**src/rtl/core/prl_pkg.sv**
```systemverilog
`timescale 1ns / 1ps

package prl_pkg;

    typedef enum logic [2:0] {
        REQ_APPEND = 3'd0,
        REQ_INSERT = 3'd1,
        REQ_DELPOS = 3'd2,
        REQ_DELKEY = 3'd3,
        REQ_LOCATE = 3'd4,
        REQ_GET    = 3'd5,
        REQ_CLEAR  = 3'd6
    } req_t;

    typedef enum logic [1:0] {
        ST_OK       = 2'd0,
        ST_FULL     = 2'd1,
        ST_BADPOS   = 2'd2,
        ST_NOTFOUND = 2'd3
    } status_t;

    typedef enum logic [3:0] {
        S_IDLE,
        S_DECODE,
        S_SCAN_RD,
        S_SCAN_CHK,
        S_SCAN_END,
        S_UP_CHK,
        S_UP_RD,
        S_UP_WR,
        S_DN_CHK,
        S_DN_RD,
        S_DN_WR,
        S_GET_RD,
        S_FINISH
    } state_t;

    typedef enum logic [2:0] {
        IDX_HOLD,
        IDX_COUNT,
        IDX_POS,
        IDX_ZERO,
        IDX_HIT,
        IDX_INC,
        IDX_DEC
    } idx_op_t;

    typedef enum logic [2:0] {
        RD_NONE,
        RD_IDX,
        RD_IDX_P1,
        RD_IDX_M1,
        RD_POS
    } rd_sel_t;

    typedef struct packed {
        logic    capture;
        logic    set_st;
        status_t st;
        logic    append_wr;
        idx_op_t idx_op;
        rd_sel_t rd_sel;
        logic    shift_wr;
        logic    scan_chk;
        logic    insert_wr;
        logic    count_dec;
        logic    clear;
        logic    hit_clr;
        logic    finish;
    } cmd_t;

    typedef struct packed {
        req_t req;
        logic full;
        logic ins_ok;
        logic pos_ok;
        logic cnt_zero;
        logic scan_last;
        logic dn_more;
        logic up_more;
        logic hit_zero;
        logic out_free;
    } stat_t;

endpackage

```
**src/rtl/core/prl_ctrl.sv**
```systemverilog
`timescale 1ns / 1ps

module prl_ctrl (
    input  logic           clk,
    input  logic           rst_n,
    input  logic           s_tvalid,
    output logic           s_tready,
    input  prl_pkg::stat_t stat,
    output prl_pkg::cmd_t  cmd
);
    import prl_pkg::*;

    state_t state_reg;
    state_t state_next;

    always_ff @(posedge clk or negedge rst_n)
    begin
        if (!rst_n)
        begin
            state_reg <= S_IDLE;
        end
        else
        begin
            state_reg <= state_next;
        end
    end

    always_comb
    begin
        state_next = state_reg;
        unique case (state_reg)
            S_IDLE:
            begin
                if (s_tvalid)
                begin
                    state_next = S_DECODE;
                end
            end
            S_DECODE:
            begin
                unique case (stat.req)
                    REQ_INSERT: state_next = (stat.ins_ok && !stat.full) ? S_UP_CHK : S_FINISH;
                    REQ_DELPOS: state_next = stat.pos_ok ? S_DN_CHK : S_FINISH;
                    REQ_DELKEY, REQ_LOCATE: state_next = stat.cnt_zero ? S_FINISH : S_SCAN_RD;
                    REQ_GET:    state_next = stat.pos_ok ? S_GET_RD : S_FINISH;
                    default:    state_next = S_FINISH;
                endcase
            end
            S_SCAN_RD:  state_next = S_SCAN_CHK;
            S_SCAN_CHK: state_next = stat.scan_last ? S_SCAN_END : S_SCAN_RD;
            S_SCAN_END:
            begin
                if (stat.req == REQ_DELKEY && !stat.hit_zero)
                begin
                    state_next = S_DN_CHK;
                end
                else
                begin
                    state_next = S_FINISH;
                end
            end
            S_UP_CHK:   state_next = stat.up_more ? S_UP_RD : S_FINISH;
            S_UP_RD:    state_next = S_UP_WR;
            S_UP_WR:    state_next = S_UP_CHK;
            S_DN_CHK:   state_next = stat.dn_more ? S_DN_RD : S_FINISH;
            S_DN_RD:    state_next = S_DN_WR;
            S_DN_WR:    state_next = S_DN_CHK;
            S_GET_RD:   state_next = S_FINISH;
            S_FINISH:
            begin
                if (stat.out_free)
                begin
                    state_next = S_IDLE;
                end
            end
            default:    state_next = S_IDLE;
        endcase
    end

    always_comb
    begin
        cmd        = '0;
        cmd.st     = ST_OK;
        cmd.idx_op = IDX_HOLD;
        cmd.rd_sel = RD_NONE;
        s_tready   = 1'b0;
        unique case (state_reg)
            S_IDLE:
            begin
                s_tready    = 1'b1;
                cmd.capture = s_tvalid;
            end
            S_DECODE:
            begin
                cmd.set_st = 1'b1;
                unique case (stat.req)
                    REQ_APPEND:
                    begin
                        if (stat.full)
                        begin
                            cmd.st = ST_FULL;
                        end
                        else
                        begin
                            cmd.append_wr = 1'b1;
                        end
                    end
                    REQ_INSERT:
                    begin
                        if (!stat.ins_ok)
                        begin
                            cmd.st = ST_BADPOS;
                        end
                        else if (stat.full)
                        begin
                            cmd.st = ST_FULL;
                        end
                        else
                        begin
                            cmd.idx_op = IDX_COUNT;
                        end
                    end
                    REQ_DELPOS:
                    begin
                        if (!stat.pos_ok)
                        begin
                            cmd.st = ST_BADPOS;
                        end
                        else
                        begin
                            cmd.idx_op = IDX_POS;
                        end
                    end
                    REQ_DELKEY, REQ_LOCATE:
                    begin
                        cmd.idx_op  = IDX_ZERO;
                        cmd.hit_clr = 1'b1;
                        if (stat.cnt_zero)
                        begin
                            cmd.st = ST_NOTFOUND;
                        end
                    end
                    REQ_GET:
                    begin
                        if (!stat.pos_ok)
                        begin
                            cmd.st = ST_BADPOS;
                        end
                    end
                    REQ_CLEAR:
                    begin
                        cmd.clear = 1'b1;
                    end
                    default:
                    begin
                        cmd.st = ST_OK;
                    end
                endcase
            end
            S_SCAN_RD:
            begin
                cmd.rd_sel = RD_IDX;
            end
            S_SCAN_CHK:
            begin
                cmd.scan_chk = 1'b1;
                cmd.idx_op   = IDX_INC;
            end
            S_SCAN_END:
            begin
                cmd.set_st = 1'b1;
                cmd.st     = stat.hit_zero ? ST_NOTFOUND : ST_OK;
                if (stat.req == REQ_DELKEY && !stat.hit_zero)
                begin
                    cmd.idx_op = IDX_HIT;
                end
            end
            S_UP_CHK:
            begin
                if (!stat.up_more)
                begin
                    cmd.insert_wr = 1'b1;
                end
            end
            S_UP_RD:
            begin
                cmd.rd_sel = RD_IDX_M1;
            end
            S_UP_WR:
            begin
                cmd.shift_wr = 1'b1;
                cmd.idx_op   = IDX_DEC;
            end
            S_DN_CHK:
            begin
                if (!stat.dn_more)
                begin
                    cmd.count_dec = 1'b1;
                end
            end
            S_DN_RD:
            begin
                cmd.rd_sel = RD_IDX_P1;
            end
            S_DN_WR:
            begin
                cmd.shift_wr = 1'b1;
                cmd.idx_op   = IDX_INC;
            end
            S_GET_RD:
            begin
                cmd.rd_sel = RD_POS;
            end
            S_FINISH:
            begin
                cmd.finish = stat.out_free;
            end
            default:
            begin
                s_tready = 1'b0;
            end
        endcase
    end

`ifndef ASSERT_OFF
    a_finish_stall: assert property (@(posedge clk) disable iff (!rst_n)
        (state_reg == S_FINISH && !stat.out_free) |=> (state_reg == S_FINISH))
        else $error("finish left while result register busy");
    a_capture_idle: assert property (@(posedge clk) disable iff (!rst_n)
        cmd.capture |=> (state_reg == S_DECODE))
        else $error("captured item not decoded");
    a_one_write: assert property (@(posedge clk) disable iff (!rst_n)
        $onehot0({cmd.append_wr, cmd.shift_wr, cmd.insert_wr}))
        else $error("more than one store write");
`endif

endmodule

```
**config.mk**
```make
export PLATFORM = sky130hd
export DESIGN_NAME = prl_ctrl
export DESIGN_NICKNAME = d
export VERILOG_FILES = /design/src/rtl/core/prl_pkg.sv /design/src/rtl/core/prl_ctrl.sv
export SDC_FILE = /design/constraint.sdc
export NUM_CORES = 1
export LEC_CHECK = 0
export ABC_AREA = 0
export BUFFER_PORTS_ARGS = -buffer_cell sky130_fd_sc_hd__buf_2
export CORE_MARGIN = 2
export CORE_UTILIZATION = 45
export CTS_BUF_LIST = sky130_fd_sc_hd__clkbuf_4 sky130_fd_sc_hd__clkbuf_8
export CTS_CLUSTER_DIAMETER = 120
export CTS_CLUSTER_SIZE = 14
export DETAILED_ROUTE_END_ITERATION = 16
export GPL_TIMING_DRIVEN = 0
export PLACE_DENSITY = 0.78
export RECOVER_POWER = 100
export SETUP_SLACK_MARGIN = 0.4
export SYNTH_ARGS = -nofsm -noshare
export SYNTH_HDL_FRONTEND = slang
export SYNTH_SLANG_ARGS = --single-unit
```
**constraint.sdc**
```tcl
create_clock -name clk -period 2.65 [get_ports clk]
set_input_delay 0.265 -clock clk [delete_from_list [all_inputs] [get_ports clk]]
set_output_delay 0.265 -clock clk [all_outputs]
set_load 0.01 [all_outputs]
```
==> flow_summary.toml <==
[cts]
cts_resized = 0
cts_tree = "built"
cts-buffers-inserted = 3
cts_sinks = 4
clock-root-buffer = "clkbuf_4"
clk_pin_slew_ps = 40
cts_max_level = 1
clock_latency_ps = 230
cts_max_path_buffers = 2
postCtsSetupBuffers = 0

[logic_synthesis]
post_synth.cell_area_avg_sq_um = 6.76
yosysSeqAreaShare = 0.142
yosysWarningCount = 0
synth_cells = 104
ys_dominant_reg_cell = "dfrtp_1"
netlist_area_sq_um = 703
synth-simple-area-share = 0.423
synth_cell_types = 39
synth_top_family_by_area = "simple AND/OR/NAND/NOR gates"
muxShareOfSynthArea = 0.0463
syn_nets = 119
yosys.area_share.xor_xnor = 0.0125
synth_edf_count = 0
synth_fa_ha_area_frac = 0
synth_compound_area_frac = 0.288
async_flop_share = 1.00
synth_seq_cells = 4

[timing]
max_slew.worst_pin.slew_ps = 460
final-setup-viol-count = 0
fin_crit_ps = 2130
tns_ps = 0
worst_slack_ps = 524
relSlewSlack = 0.690
clock.fmax_ghz = 0.470
fin_crit_sh = 0.802
finalMaxSlewViolations = 0
worst_clock_skew_ps = 3.10
hold_viol = 0
holdWs_ps = 306
rsz0062_at_grt = "no"

[place]
portBuffers = 33
pre_cts_ws_ps = 976
hpwlAfterDp_microns = 1610
gp_congestion = 0.941

[route]
routed_wl_microns = 2100
drt_iter0_drc = 50
ant_nets = 0
dr.pass1.iters = 4
vias_per_cell = 5.90
via_count = 927
drc = 0
wl_per_cell_microns = 13.4

[critical_path]
critical_path.max_stage_delay_ps = 320
crit_chain = "clkbuf_1 > nor2b_1 > clkbuf_1 > and3_1 > a31oi_1 > o21ai_0 > clkbuf_1"
critPathRequiredTime_ps = 2380
endpoint_kind = "primary output"
slowest_stage = "clkbuf_1"
cp_max_fo = 8
critPathMostFrequentCell = "clkbuf_1"
cp_data_arrival_time_ps = 1860
critPathKind = "register to primary output"
startpoint_type = "register"

[final_layout]
antenna_cells = 0
syn_to_final_growth_pct = 27.6
final_nets = 158
layout.cells.most_common = "clkbuf_1"
layout_common_cells = "23 x clkbuf_1, 18 x buf_2, 10 x nand2_1, 10 x o21ai_0, 9 x nand2b_1"
drive_gt1_frac = 0.184
largest_register_ffs = 4

[global_routing]
grt_max_degree = 11
grt_pass1_wl_microns = 3590
antenna_found_initial = 0
grt_pass1_vias = 827
grt_use_total = 0.239
overflow = 0

[pwr]
p_leak_nw = 0.345
powerDensity_nw_per_um2 = 774
vdd_drop_max_uv = 527
finalPower_mw = 0.694

[floorplanning]
die_x_microns = 43.5
coreArea_sq_um = 1490
initial_core_util = 0.472
pin_count = 34
die_y_microns = 43.5
die_area_sq_um = 1890
num_rows = 14

[min_path]
hold_class = "input pin to register"

[flow_run]
cap_violations = 0

[status]
outcome = "finished clean"
[logic make-up (layout without fill, tap and decap cells)]
| kind of cell | after synthesis | in the layout |
|---|---|---|
| compound gates | 31 | 31 |
| simple gates | 52 | 52 |
| xor+xnor | 1 | 1 |
| flops | 4 | 4 |
| mux | 3 | 3 |
| buf+inv | 13 | 50 |
[repair_timing]
item                       CTS  global route
hold endpoints to repair     4             0
setup endpoints to repair    0             0
hold buffers                 1             0
[area by class of cell]
type,instances,area (sq um)
flip-flops and latches,4,100
well taps,16,20.0
multi-input cells,87,542
plain buffers,9,43.8
repair buffers,34,154
fillers,159,592
inverters,4,15.0
clock buffers,3,22.5
[cell usage after synthesis, types with 2 or more instances]
| cell type | count | area (sq um) |
|---|---|---|
| o21ai_0 | 10 | 50.1 |
| a21oi_1 | 6 | 30.0 |
| nand2b_1 | 9 | 56.3 |
| nand3_1 | 3 | 15.0 |
| mux2_2 | 2 | 22.5 |
| nor2_1 | 7 | 26.3 |
| buf_2 | 4 | 20.0 |
| nor2b_1 | 3 | 18.8 |
| and4_1 | 2 | 17.5 |
| dfrtp_1 | 4 | 100 |
| and2_1 | 2 | 12.5 |
| or3_1 | 2 | 12.5 |
| nand4_1 | 3 | 18.8 |
| clkbuf_1 | 4 | 15.0 |
| a31oi_1 | 2 | 12.5 |
| nor4_1 | 3 | 18.8 |
| nor3_1 | 4 | 20.0 |
| inv_1 | 4 | 15.0 |
| nand2_1 | 10 | 37.5 |
[worst paths after layout]
check,from,endpoint,slack (ps),cells after the start
min,s_tvalid,state_reg[0]$_DFFE_PN0P_,310,3
max,state_reg[2]$_DFFE_PN0P_,cmd[15],520,7
max in group asynchronous,rst_n,state_reg[3]$_DFFE_PN0P_,2060,2
min in group asynchronous,rst_n,state_reg[0]$_DFFE_PN0P_,410,2
max reg2reg,state_reg[2]$_DFFE_PN0P_,state_reg[1]$_DFFE_PN0P_,990,4
min reg2reg,state_reg[0]$_DFFE_PN0P_,state_reg[0]$_DFFE_PN0P_,810,3
[critical path, delay by kind of cell, from the launching register on]
kind / cells / cell delay, ps
DFF: 1 / 310
buffers and inverters: 3 / 790
and+or+nand+nor: 2 / 410
AOI/OAI and AO/OA: 2 / 130
[metrics by stage]
step	area, sq um	utilization	instances
3_3_place_gp	888	0.597	153
5_1_grt	897	0.603	157
4_1_cts	921	0.618	157
6_report	897	0.603	157
3_5_place_dp	888	0.597	153
2_1_floorplan	703	-	104
[metal layers]
metal / vias to the layer above / part of all wire / GRT usage
met1: 426 / 0.43 / 0.309
met4: 0 / 0 / 0.0364
met2: 39 / 0.50 / 0.421
met5: - / 0 / 0
met3: 0 / 0.069 / 0.0458
li1: 462 / - / -
[where the power goes]
group          internal, mW  total [mW]  switching (mW)
clock network        0.0506      0.0741          0.0235
registers            0.0877       0.129          0.0414
logic                 0.187       0.491           0.304
total                 0.325       0.694           0.369
No activity file was read; power rests on OpenSTA's default activity.
